<file path="config.mk">
export PLATFORM = sky130hd
export DESIGN_NAME = smallest_missing_value_tracker
export DESIGN_NICKNAME = d
export VERILOG_FILES = /design/src/hw/rtl/smvt_pkg.sv /design/src/hw/rtl/smallest_missing_value_tracker.sv
export SDC_FILE = /design/constraint.sdc
export NUM_CORES = 2
export LEC_CHECK = 0
export BUFFER_PORTS_ARGS = -buffer_cell sky130_fd_sc_hd__clkbuf_2
export CAP_MARGIN = 0
export CORE_MARGIN = 2
export CORE_UTILIZATION = 27
export DETAILED_ROUTE_END_ITERATION = 12
export HOLD_SLACK_MARGIN = 0.06
export PLACE_DENSITY = 0.46
export SLEW_MARGIN = 10
export SYNTH_ARGS = -nofsm -noshare
export SYNTH_HDL_FRONTEND = slang
export SYNTH_SLANG_ARGS = --single-unit
</file>
<file path="constraint.sdc">
create_clock -name clk_i -period 45.6 [get_ports clk_i]
set_input_delay 4.56 -clock clk_i [delete_from_list [all_inputs] [get_ports clk_i]]
set_output_delay 4.56 -clock clk_i [all_outputs]
set_load 0.05 [all_outputs]
</file>
<file path="src/hw/rtl/smvt_pkg.sv">
// shared constants and command codes of the smallest missing value tracker
// no dependencies
`timescale 1ns / 1ps

package smvt_pkg;

  localparam int unsigned DEPTH_DEFAULT = 1024;
  localparam int unsigned CMD_W         = 2;
  localparam int unsigned VAL_W         = 16;
  localparam int unsigned MEX_W         = 11;
  localparam int unsigned LGST_W        = 10;
  localparam int unsigned EPOCH_W       = 4;

  typedef enum logic [CMD_W-1:0] {
    CMD_ADD   = 2'd0,
    CMD_CLEAR = 2'd1,
    CMD_QUERY = 2'd2
  } cmd_e;

endpackage

</file>
<file path="src/hw/rtl/smallest_missing_value_tracker.sv">
// smallest missing value tracker: presence map in one synchronous memory
// depends on smvt_pkg
`timescale 1ns / 1ps

// Input channel (in_valid_i / in_ready_o) carries one word: command_i and value_i.
// Add marks an in-range value_i as present, clear empties the set, query only reports.
// Every word yields exactly one result word on the output channel
// (out_valid_o / out_ready_i) with the state after the command.
// The presence map holds one epoch tag per entry in a memory with a registered
// read port; an entry is present when its tag equals the current epoch, so a
// clear normally just bumps the epoch.
// Query, clear and most adds present their result in the cycle after acceptance, and
// the next word can be taken in the following cycle if the result drains and no
// clearing pass starts. An add of the current smallest missing value walks the
// memory one entry per cycle over the consecutive present entries above it, and
// no new word is taken until the walk has ended and its result is loaded.
// Each entry is walked at most once between clears.
// Reset starts a clearing pass over every entry (in_ready_o low); the same pass
// runs on the clear that wraps the epoch counter, once every 2**EPOCH_W - 1
// clears. When the receiver stalls, the result holds in the output register and
// one more word is still accepted only if the output register drains in the
// same cycle.
module smallest_missing_value_tracker #(
  parameter int unsigned DEPTH = smvt_pkg::DEPTH_DEFAULT
) (
  input  logic                       clk_i,
  input  logic                       rst_ni,
  input  logic                       in_valid_i,
  output logic                       in_ready_o,
  input  logic [smvt_pkg::CMD_W-1:0] command_i,
  input  logic signed [smvt_pkg::VAL_W-1:0] value_i,
  output logic                       out_valid_o,
  input  logic                       out_ready_i,
  output logic [smvt_pkg::MEX_W-1:0] smallest_missing_o,
  output logic [smvt_pkg::LGST_W-1:0] largest_seen_o,
  output logic                       set_empty_o,
  output logic                       value_rejected_o
);
  import smvt_pkg::*;

  localparam int unsigned AW = $clog2(DEPTH);
  localparam int unsigned PW = $clog2(DEPTH + 1);
  localparam logic [PW-1:0] PTR_END = PW'(DEPTH);
  localparam logic [AW-1:0] SWEEP_LAST = AW'(DEPTH - 1);

  typedef enum logic [1:0] {
    S_SWEEP,
    S_IDLE,
    S_WALK,
    S_DONE
  } state_e;

  state_e              state_q, state_d;
  logic [PW-1:0]       ptr_q, ptr_d;
  logic [AW-1:0]       largest_q, largest_d;
  logic                any_q, any_d;
  logic [EPOCH_W-1:0]  epoch_q, epoch_d;
  logic [AW-1:0]       sweep_q, sweep_d;

  logic                out_valid_q, out_valid_d;
  logic [MEX_W-1:0]    mex_q, mex_d;
  logic [LGST_W-1:0]   lgst_q, lgst_d;
  logic                empty_q, empty_d;
  logic                rej_q, rej_d;

  logic [EPOCH_W-1:0]  mem [DEPTH];
  logic                mem_we, mem_re;
  logic [AW-1:0]       mem_waddr, mem_raddr;
  logic [EPOCH_W-1:0]  mem_wdata;
  logic [EPOCH_W-1:0]  rd_tag_q;

  logic                accept, slot_free, load_out, res_rej;
  logic                is_add, is_clear, val_nonneg, val_fits;
  logic [31:0]         val_ext, ptr_w, lgst_w;
  logic [AW-1:0]       val_idx;
  logic [PW-1:0]       ptr_inc;

  assign slot_free  = !out_valid_q || out_ready_i;
  assign in_ready_o = (state_q == S_IDLE) && slot_free;
  assign accept     = in_valid_i && in_ready_o;

  assign is_add     = (command_i == CMD_ADD);
  assign is_clear   = (command_i == CMD_CLEAR);
  assign val_ext    = {{(32 - VAL_W){1'b0}}, value_i};
  assign val_nonneg = !value_i[VAL_W-1];
  assign val_fits   = val_nonneg && (val_ext < DEPTH);
  assign val_idx    = val_ext[AW-1:0];
  assign ptr_inc    = ptr_q + 1'b1;

  always_comb begin
    state_d     = state_q;
    ptr_d       = ptr_q;
    largest_d   = largest_q;
    any_d       = any_q;
    epoch_d     = epoch_q;
    sweep_d     = sweep_q;
    mem_we      = 1'b0;
    mem_waddr   = val_idx;
    mem_wdata   = epoch_q;
    mem_re      = 1'b0;
    mem_raddr   = ptr_inc[AW-1:0];
    load_out    = 1'b0;
    res_rej     = 1'b0;
    out_valid_d = out_valid_q && !out_ready_i;

    case (state_q)
      S_SWEEP: begin
        mem_we    = 1'b1;
        mem_waddr = sweep_q;
        mem_wdata = '0;
        sweep_d   = sweep_q + 1'b1;
        if (sweep_q == SWEEP_LAST) begin
          sweep_d = '0;
          epoch_d = EPOCH_W'(1);
          state_d = S_IDLE;
        end
      end
      S_IDLE: begin
        if (accept) begin
          if (is_add) begin
            if (val_fits) begin
              mem_we = 1'b1;
              any_d  = 1'b1;
              if (!any_q || (val_idx > largest_q)) begin
                largest_d = val_idx;
              end
              if (ptr_q == PW'(val_idx)) begin
                ptr_d = ptr_inc;
                if (ptr_inc != PTR_END) begin
                  mem_re  = 1'b1;
                  state_d = S_WALK;
                end else begin
                  load_out = 1'b1;
                end
              end else begin
                load_out = 1'b1;
              end
            end else begin
              res_rej  = val_nonneg;
              load_out = 1'b1;
            end
          end else if (is_clear) begin
            ptr_d     = '0;
            largest_d = '0;
            any_d     = 1'b0;
            load_out  = 1'b1;
            if (epoch_q == '1) begin
              state_d = S_SWEEP;
            end else begin
              epoch_d = epoch_q + 1'b1;
            end
          end else begin
            load_out = 1'b1;
          end
        end
      end
      S_WALK: begin
        if ((rd_tag_q == epoch_q) && (ptr_inc != PTR_END)) begin
          ptr_d  = ptr_inc;
          mem_re = 1'b1;
        end else begin
          // entry missing, or last entry present
          if (rd_tag_q == epoch_q) begin
            ptr_d = ptr_inc;
          end
          if (slot_free) begin
            load_out = 1'b1;
            state_d  = S_IDLE;
          end else begin
            state_d = S_DONE;
          end
        end
      end
      S_DONE: begin
        if (slot_free) begin
          load_out = 1'b1;
          state_d  = S_IDLE;
        end
      end
      default: begin
        state_d = S_IDLE;
      end
    endcase

    ptr_w  = 32'(ptr_d);
    lgst_w = 32'(largest_d);
    mex_d   = mex_q;
    lgst_d  = lgst_q;
    empty_d = empty_q;
    rej_d   = rej_q;
    if (load_out) begin
      out_valid_d = 1'b1;
      mex_d       = ptr_w[MEX_W-1:0];
      lgst_d      = any_d ? lgst_w[LGST_W-1:0] : '0;
      empty_d     = !any_d;
      rej_d       = res_rej;
    end
  end

  always_ff @(posedge clk_i or negedge rst_ni) begin
    if (!rst_ni) begin
      state_q     <= S_SWEEP;
      ptr_q       <= '0;
      largest_q   <= '0;
      any_q       <= 1'b0;
      epoch_q     <= EPOCH_W'(1);
      sweep_q     <= '0;
      out_valid_q <= 1'b0;
      mex_q       <= '0;
      lgst_q      <= '0;
      empty_q     <= 1'b1;
      rej_q       <= 1'b0;
    end else begin
      state_q     <= state_d;
      ptr_q       <= ptr_d;
      largest_q   <= largest_d;
      any_q       <= any_d;
      epoch_q     <= epoch_d;
      sweep_q     <= sweep_d;
      out_valid_q <= out_valid_d;
      mex_q       <= mex_d;
      lgst_q      <= lgst_d;
      empty_q     <= empty_d;
      rej_q       <= rej_d;
    end
  end

  // presence tags, one write and one registered read per cycle
  always_ff @(posedge clk_i) begin
    if (mem_we) begin
      mem[mem_waddr] <= mem_wdata;
    end
    if (mem_re) begin
      rd_tag_q <= mem[mem_raddr];
    end
  end

  assign out_valid_o        = out_valid_q;
  assign smallest_missing_o = mex_q;
  assign largest_seen_o     = lgst_q;
  assign set_empty_o        = empty_q;
  assign value_rejected_o   = rej_q;

endmodule

</file>
# --- After elaboration in Yosys (flattened, before gate mapping) ---
# Memories as Yosys holds them, arrays and structs flattened. A register that Yosys moved wholly into a read port is not among the register bits.
# Index checks and enable logic that the tools add are counted.
word_totals:
  register_bits: 62
  ram_bits: 4096
  in_bits: 22
  out_inout_bits: 25
  word_cells: 122
  n_memories: 1
classes:
  n_addsub: 3
  n_lt_le_gt_ge: 2
  eq_ne: 21
  n_mux: 67
  reduce_logical: 17
mem_list:
  columns: ["memory", "depth", "word_bits", "rd", "rd_clocked_by_memory_dff", "write_ports", "line_no", "rtl"]
  rows:
  - ["mem", 1024, 4, 1, 1, 1, "smallest_missing_value_tracker.sv:66", "logic [EPOCH_W-1:0] mem [DEPTH];"]
op_table:
  columns: ["cell", "n"]
  rows:
  - ["10-bit 2-to-1 mux", 9]
  - ["11-bit 2-to-1 mux", 7]
  - ["1-bit 2-to-1 mux", 28]
  - ["4-bit 2-to-1 mux", 6]
  - ["2-bit 2-to-1 mux", 11]
  - ["11-bit case mux with 2 select lines", 1]
  - ["16-bit by 11-bit < comparator with 1-bit output (second input constant)", 1]
  - ["2-bit inequality test (second input constant)", 7]
  - ["11-bit by 1-bit adder with 11-bit output (second input constant)", 1]
  - ["11-bit by 10-bit equality test with 1-bit output", 1]
  - ["11-bit inequality test (second input constant)", 1]
  - ["10-bit by 1-bit adder with 10-bit output (second input constant)", 1]
  - ["10-bit equality test (second input constant)", 1]
  - ["10-bit greater-than comparator", 1]
  - ["3-bit by 2-bit inequality test with 1-bit output (second input constant)", 3]
  - ["9-bit AND reduction", 1]
  - ["2-bit case mux with 4 select lines", 1]
  - ["4-bit case mux with 2 select lines", 1]
  - ["3-bit inequality test (second input constant)", 2]
  - ["6-bit AND reduction", 1]
  - ["1-bit logical AND", 5]
  - ["1-bit logical NOT", 5]
  - ["4-bit by 1-bit adder with 4-bit output (second input constant)", 1]
  - ["2-bit by 1-bit equality test with 1-bit output (second input constant)", 2]
  - ["8 further kinds", 12]

# --- Longest topological paths before layout ---
depth:
  ltp_word: 9
  depth_mapped: 14
  ltp_nobuf: 11

# --- Worst setup path after synthesis ---
# No wires, ideal clock.
synth_path:
  path_type: "reg2reg"
  startpoint: "register state_q[0]"
  endpoint: "memory mem[0][0] (data pin)"
  setup_time_ns: 5.206
  arrival_time_ns: 26.072
  required_ns: 40.394
  path_slack_ns: 14.322
  stages_incl_launch_ff: 8
  n_path_buf: 4
  cell_sequence: "dfrtp_1 inv_1 ha_1 buf_2 clkbuf_1 buf_2 clkbuf_1 nor2b_1"
synth_between:
  elab_chain_cells: 2
synth_rtl:
  columns: ["element", "line_no", "rtl"]
  rows:
  - ["start: declaration", "smallest_missing_value_tracker.sv:53", "state_e state_q, state_d;"]
  - ["start signal: assignment", "smallest_missing_value_tracker.sv:214", "state_q <= state_d;"]
  - ["2-bit logical NOT", "smallest_missing_value_tracker.sv:106", "case (state_q)"]
  - ["4-bit 2-to-1 mux", "smallest_missing_value_tracker.sv:106", null]
  - ["net mem_wdata[0]", "smallest_missing_value_tracker.sv:69", "logic [EPOCH_W-1:0] mem_wdata;"]
  - ["end: declaration", "smallest_missing_value_tracker.sv:66", null]
# The timed path passes the listed nets, and every way through them passes these cells.

# --- Final worst setup path ---
layout_path:
  startpoint: "input out_ready_i"
  endpoint: "output in_ready_o"
layout_between:
  elab_chain_cells: 2
layout_rtl:
  columns: ["element", "line_no", "rtl"]
  rows:
  - ["start: declaration", "smallest_missing_value_tracker.sv:33", "input logic out_ready_i,"]
  - ["1-bit logical OR", "smallest_missing_value_tracker.sv:78", "assign slot_free = !out_valid_q || out_ready_i;"]
  - ["1-bit logical AND", "smallest_missing_value_tracker.sv:79", "assign in_ready_o = (state_q == S_IDLE) && slot_free;"]
  - ["end: declaration", "smallest_missing_value_tracker.sv:29", "output logic in_ready_o,"]
# Every way passes these cells.

==> flow_metrics.tcl <==
set metrics [dict create \
    status "completed" \
    leakagePower_nw 65.2 \
    ys_top_cells_by_count "edfxtp_1, nor2_1, mux4_2" \
    grt_pass1_wl_microns 669000 \
    crit_fanout 3 \
    dr.pass1.iters 6 \
    synth_compound_area_share_pct 1.56 \
    ys_dominant_reg_cell "edfxtp_1" \
    switching_share_pct 19.9 \
    place_area_sq_mm 0.175 \
    final_cell_count_no_fill 17300 \
    yosys.area_share.simple_pct 5.96 \
    synth_cell_types 68 \
    netlist_instances 8758 \
    final_area_sq_mm 0.189 \
    relSlewSlack_pct 13.2 \
    p_seq_share_pct 54.4 \
    end_kind "primary output" \
    synthAdderAreaFrac_pct 0.136 \
    yosysMostFrequentCell "edfxtp_1" \
    wire_per_inst_microns 27.2 \
    required_ps 41040 \
    cts_setup_buffers 0 \
    initial_core_util_pct 27.1 \
    first_iter_violations 9427 \
    powerDensity_mw_per_mm2 40.2 \
    cts_buffers 433 \
    die_y_microns 786 \
    antenna_found_initial 42 \
    clock.fmax_ghz 0.102 \
    yosysTopAreaCellShare_pct 74.5 \
    layout.nets 8887 \
    coreArea_sq_mm 0.610 \
    maxCapViolCount 0 \
    clockBufferDepth 4 \
    final.period_utilization_pct 21.5 \
    io_pins 47 \
    finalMaxSlewViolations 0 \
    hold_viol 0 \
    synth_area_per_cell_sq_um 18.9 \
    clk_latency_ps 1030 \
    p_int_mw 6.09 \
    hpwl_microns 279000 \
    grt_max_degree 216 \
    ys_ff_latch 4162 \
    drc 0 \
    ir_drop_mv 0.0304 \
    min_period_ps 9810 \
    synth_top_family_by_area "multiplexers" \
    worstHoldPathType "reg2reg" \
    rows 287 \
    detail-route-antenna-nets 0 \
    ff_latch_area_sq_mm 0.125 \
    tns_ps 0 \
    finalSetupViolations 0 \
    cts_tree "done" \
    syn_nets 8798 \
    vias_per_cell 4.87 \
    p_switching_mw 1.51 \
    multi_input_area_sq_mm 0.0381 \
    cts.clk_slew.worst_paths_ps 60 \
    tightest_slew_ps 1300 \
    grt_use_total_pct 14.9 \
    p_clk_share_pct 45.5 \
    wirelength_microns 472000 \
    ctsResizeCount 0 \
    finClkSkew_ps 77.0 \
    syn_area_sq_mm 0.165 \
    async_reset_ff_share_pct 1.49 \
    grt_pass1_vias 87800 \
    root_buffer "clkbuf_16" \
    overflow 0 \
    yosysWarnings 0 \
    criticalPathCategory "in2out" \
    htreeDepth 5 \
    synthXorXnorAreaFrac_pct 0.194 \
    die_area_sq_mm 0.618 \
    port_buffers 46 \
    synthMuxAreaShare_pct 14.9 \
    fill_cells 58700 \
    dp_slack_ps 35790 \
    power_frac_comb_pct 0.1 \
    cts_hold_buf 0 \
    placed_cells 16500 \
    vias 84300 \
    synth_area_leaders "edfxtp_1, mux4_2, nor2_1" \
    area_growth_pct 14.3 \
    setup_ws_ps 35790 \
    place_congestion 0.761 \
    ys_seq_area_share_pct 75.4 \
    crit_path_start_kind "input port" \
    grt_setup_unrepaired "false" \
    synth_edf_count 4100 \
    drive_above_1_share_pct 21.6 \
    die-width_microns 786 \
    cts_sinks 4162 \
    synth_area_leader_cell "edfxtp_1" \
    crit_arrival_ps 5250 \
]
==> layout make-up <==
cell class                      count  share of cell area, %
Clock buffer                      521                   5.98
Tap cell                         8092                   5.36
Sequential cell                  4162                   66.0
Antenna cell                       13                 0.0172
Timing Repair Buffer              272                   1.13
Clock inverter                    274                   1.30
Multi-Input combinational cell   3942                   20.2
Inverter                           36                 0.0715
==> power by group through the flow <==
stage	logic (mW)	registers, mW	clock network (mW)
6_report	0.00583	4.14	3.46
5_1_grt	0.00656	4.13	3.68
4_1_cts	0.00605	4.14	3.54
3_5_place_dp	0.00602	4.22	0
3_3_place_gp	0.00618	4.22	0
2_1_floorplan	0.00174	4.22	0
==> layout by cell type, fill, tap and decap left out, drive strengths merged, types with 6 or more instances in the layout <==
cell,n
o22ai,6
nand2b,15
dfrtp,60
nand3,216
clkinvlp,21
nor2,1052
mux2,13
a32oi,36
nor3,49
a31oi,84
ha,18
edfxtp,4100
clkinv,213
a22o,24
mux2i,144
clkbuf,566
a2111oi,48
a32o,50
o211ai,6
nor4,11
mux4,1024
nand2,864
nand4,85
diode,13
inv,43
buf,227
or2,13
xnor2,18
nor2b,6
o21ai,26
o32ai,7
a21oi,14
bufinv,33
and3,54
xor2,16
==> sequential cells by signal (all words and copies together), names as in the netlist, 2 cells and up <==
register,cells
epoch_q,4
largest_q,10
largest_seen_o,10
mem,4096
ptr_q,11
rd_tag_q,4
smallest_missing_o,11
state_q,2
sweep_q,10
==> routing by layer <==
layer,up-vias,track usage [%],part of all wire [%]
met3,662,2.34,6.9
met2,3216,24.3,48
met1,45200,20.5,42
li1,35200,-,-
met5,-,0,0
met4,0,4.18,2.8
==> per-stage QoR <==
| step | utilization, % | hold slack, ps | power (mW) |
|---|---|---|---|
| final | 31.0 | 465 | 7.60 |
| after global routing | 30.9 | 498 | 7.82 |
| after CTS | 30.9 | 468 | 7.68 |
| after detailed placement | 28.7 | 458 | 4.22 |
| after global placement | 28.7 | 453 | 4.22 |
| after floorplan | - | 488 | 4.22 |
==> critical path, stage by stage <==
cell and delay [ps]:
clkbuf_2 100, nor2b_1 240, nor2_1 100, clkbuf_2 260
==> cell families after synthesis <==
family / after synthesis
flip-flops: 4162
buffers and inverters: 654
AO/OA/AOI/OAI: 329
adder cells (fa/ha/maj): 18
multiplexers: 1181
AND/OR/NAND/NOR: 2380
XOR/XNOR: 34
==> worst paths after layout <==
check / endpoint / startpoint / slack [ps] / depth (start not counted)
min in group asynchronous: largest_seen_o[7] / rst_ni / 3700 / 2
setup reg to reg: rd_tag_q[1] / ptr_q[0] / 38050 / 11
max in group asynchronous: ptr_q[0] / rst_ni / 41280 / 2
setup / recovery: in_ready_o / out_ready_i / 35790 / 4
hold / removal: set_empty_o / set_empty_o / 460 / 2
hold reg to reg: set_empty_o / set_empty_o / 460 / 2
Note: power is estimated with default switching activity, not from simulation.
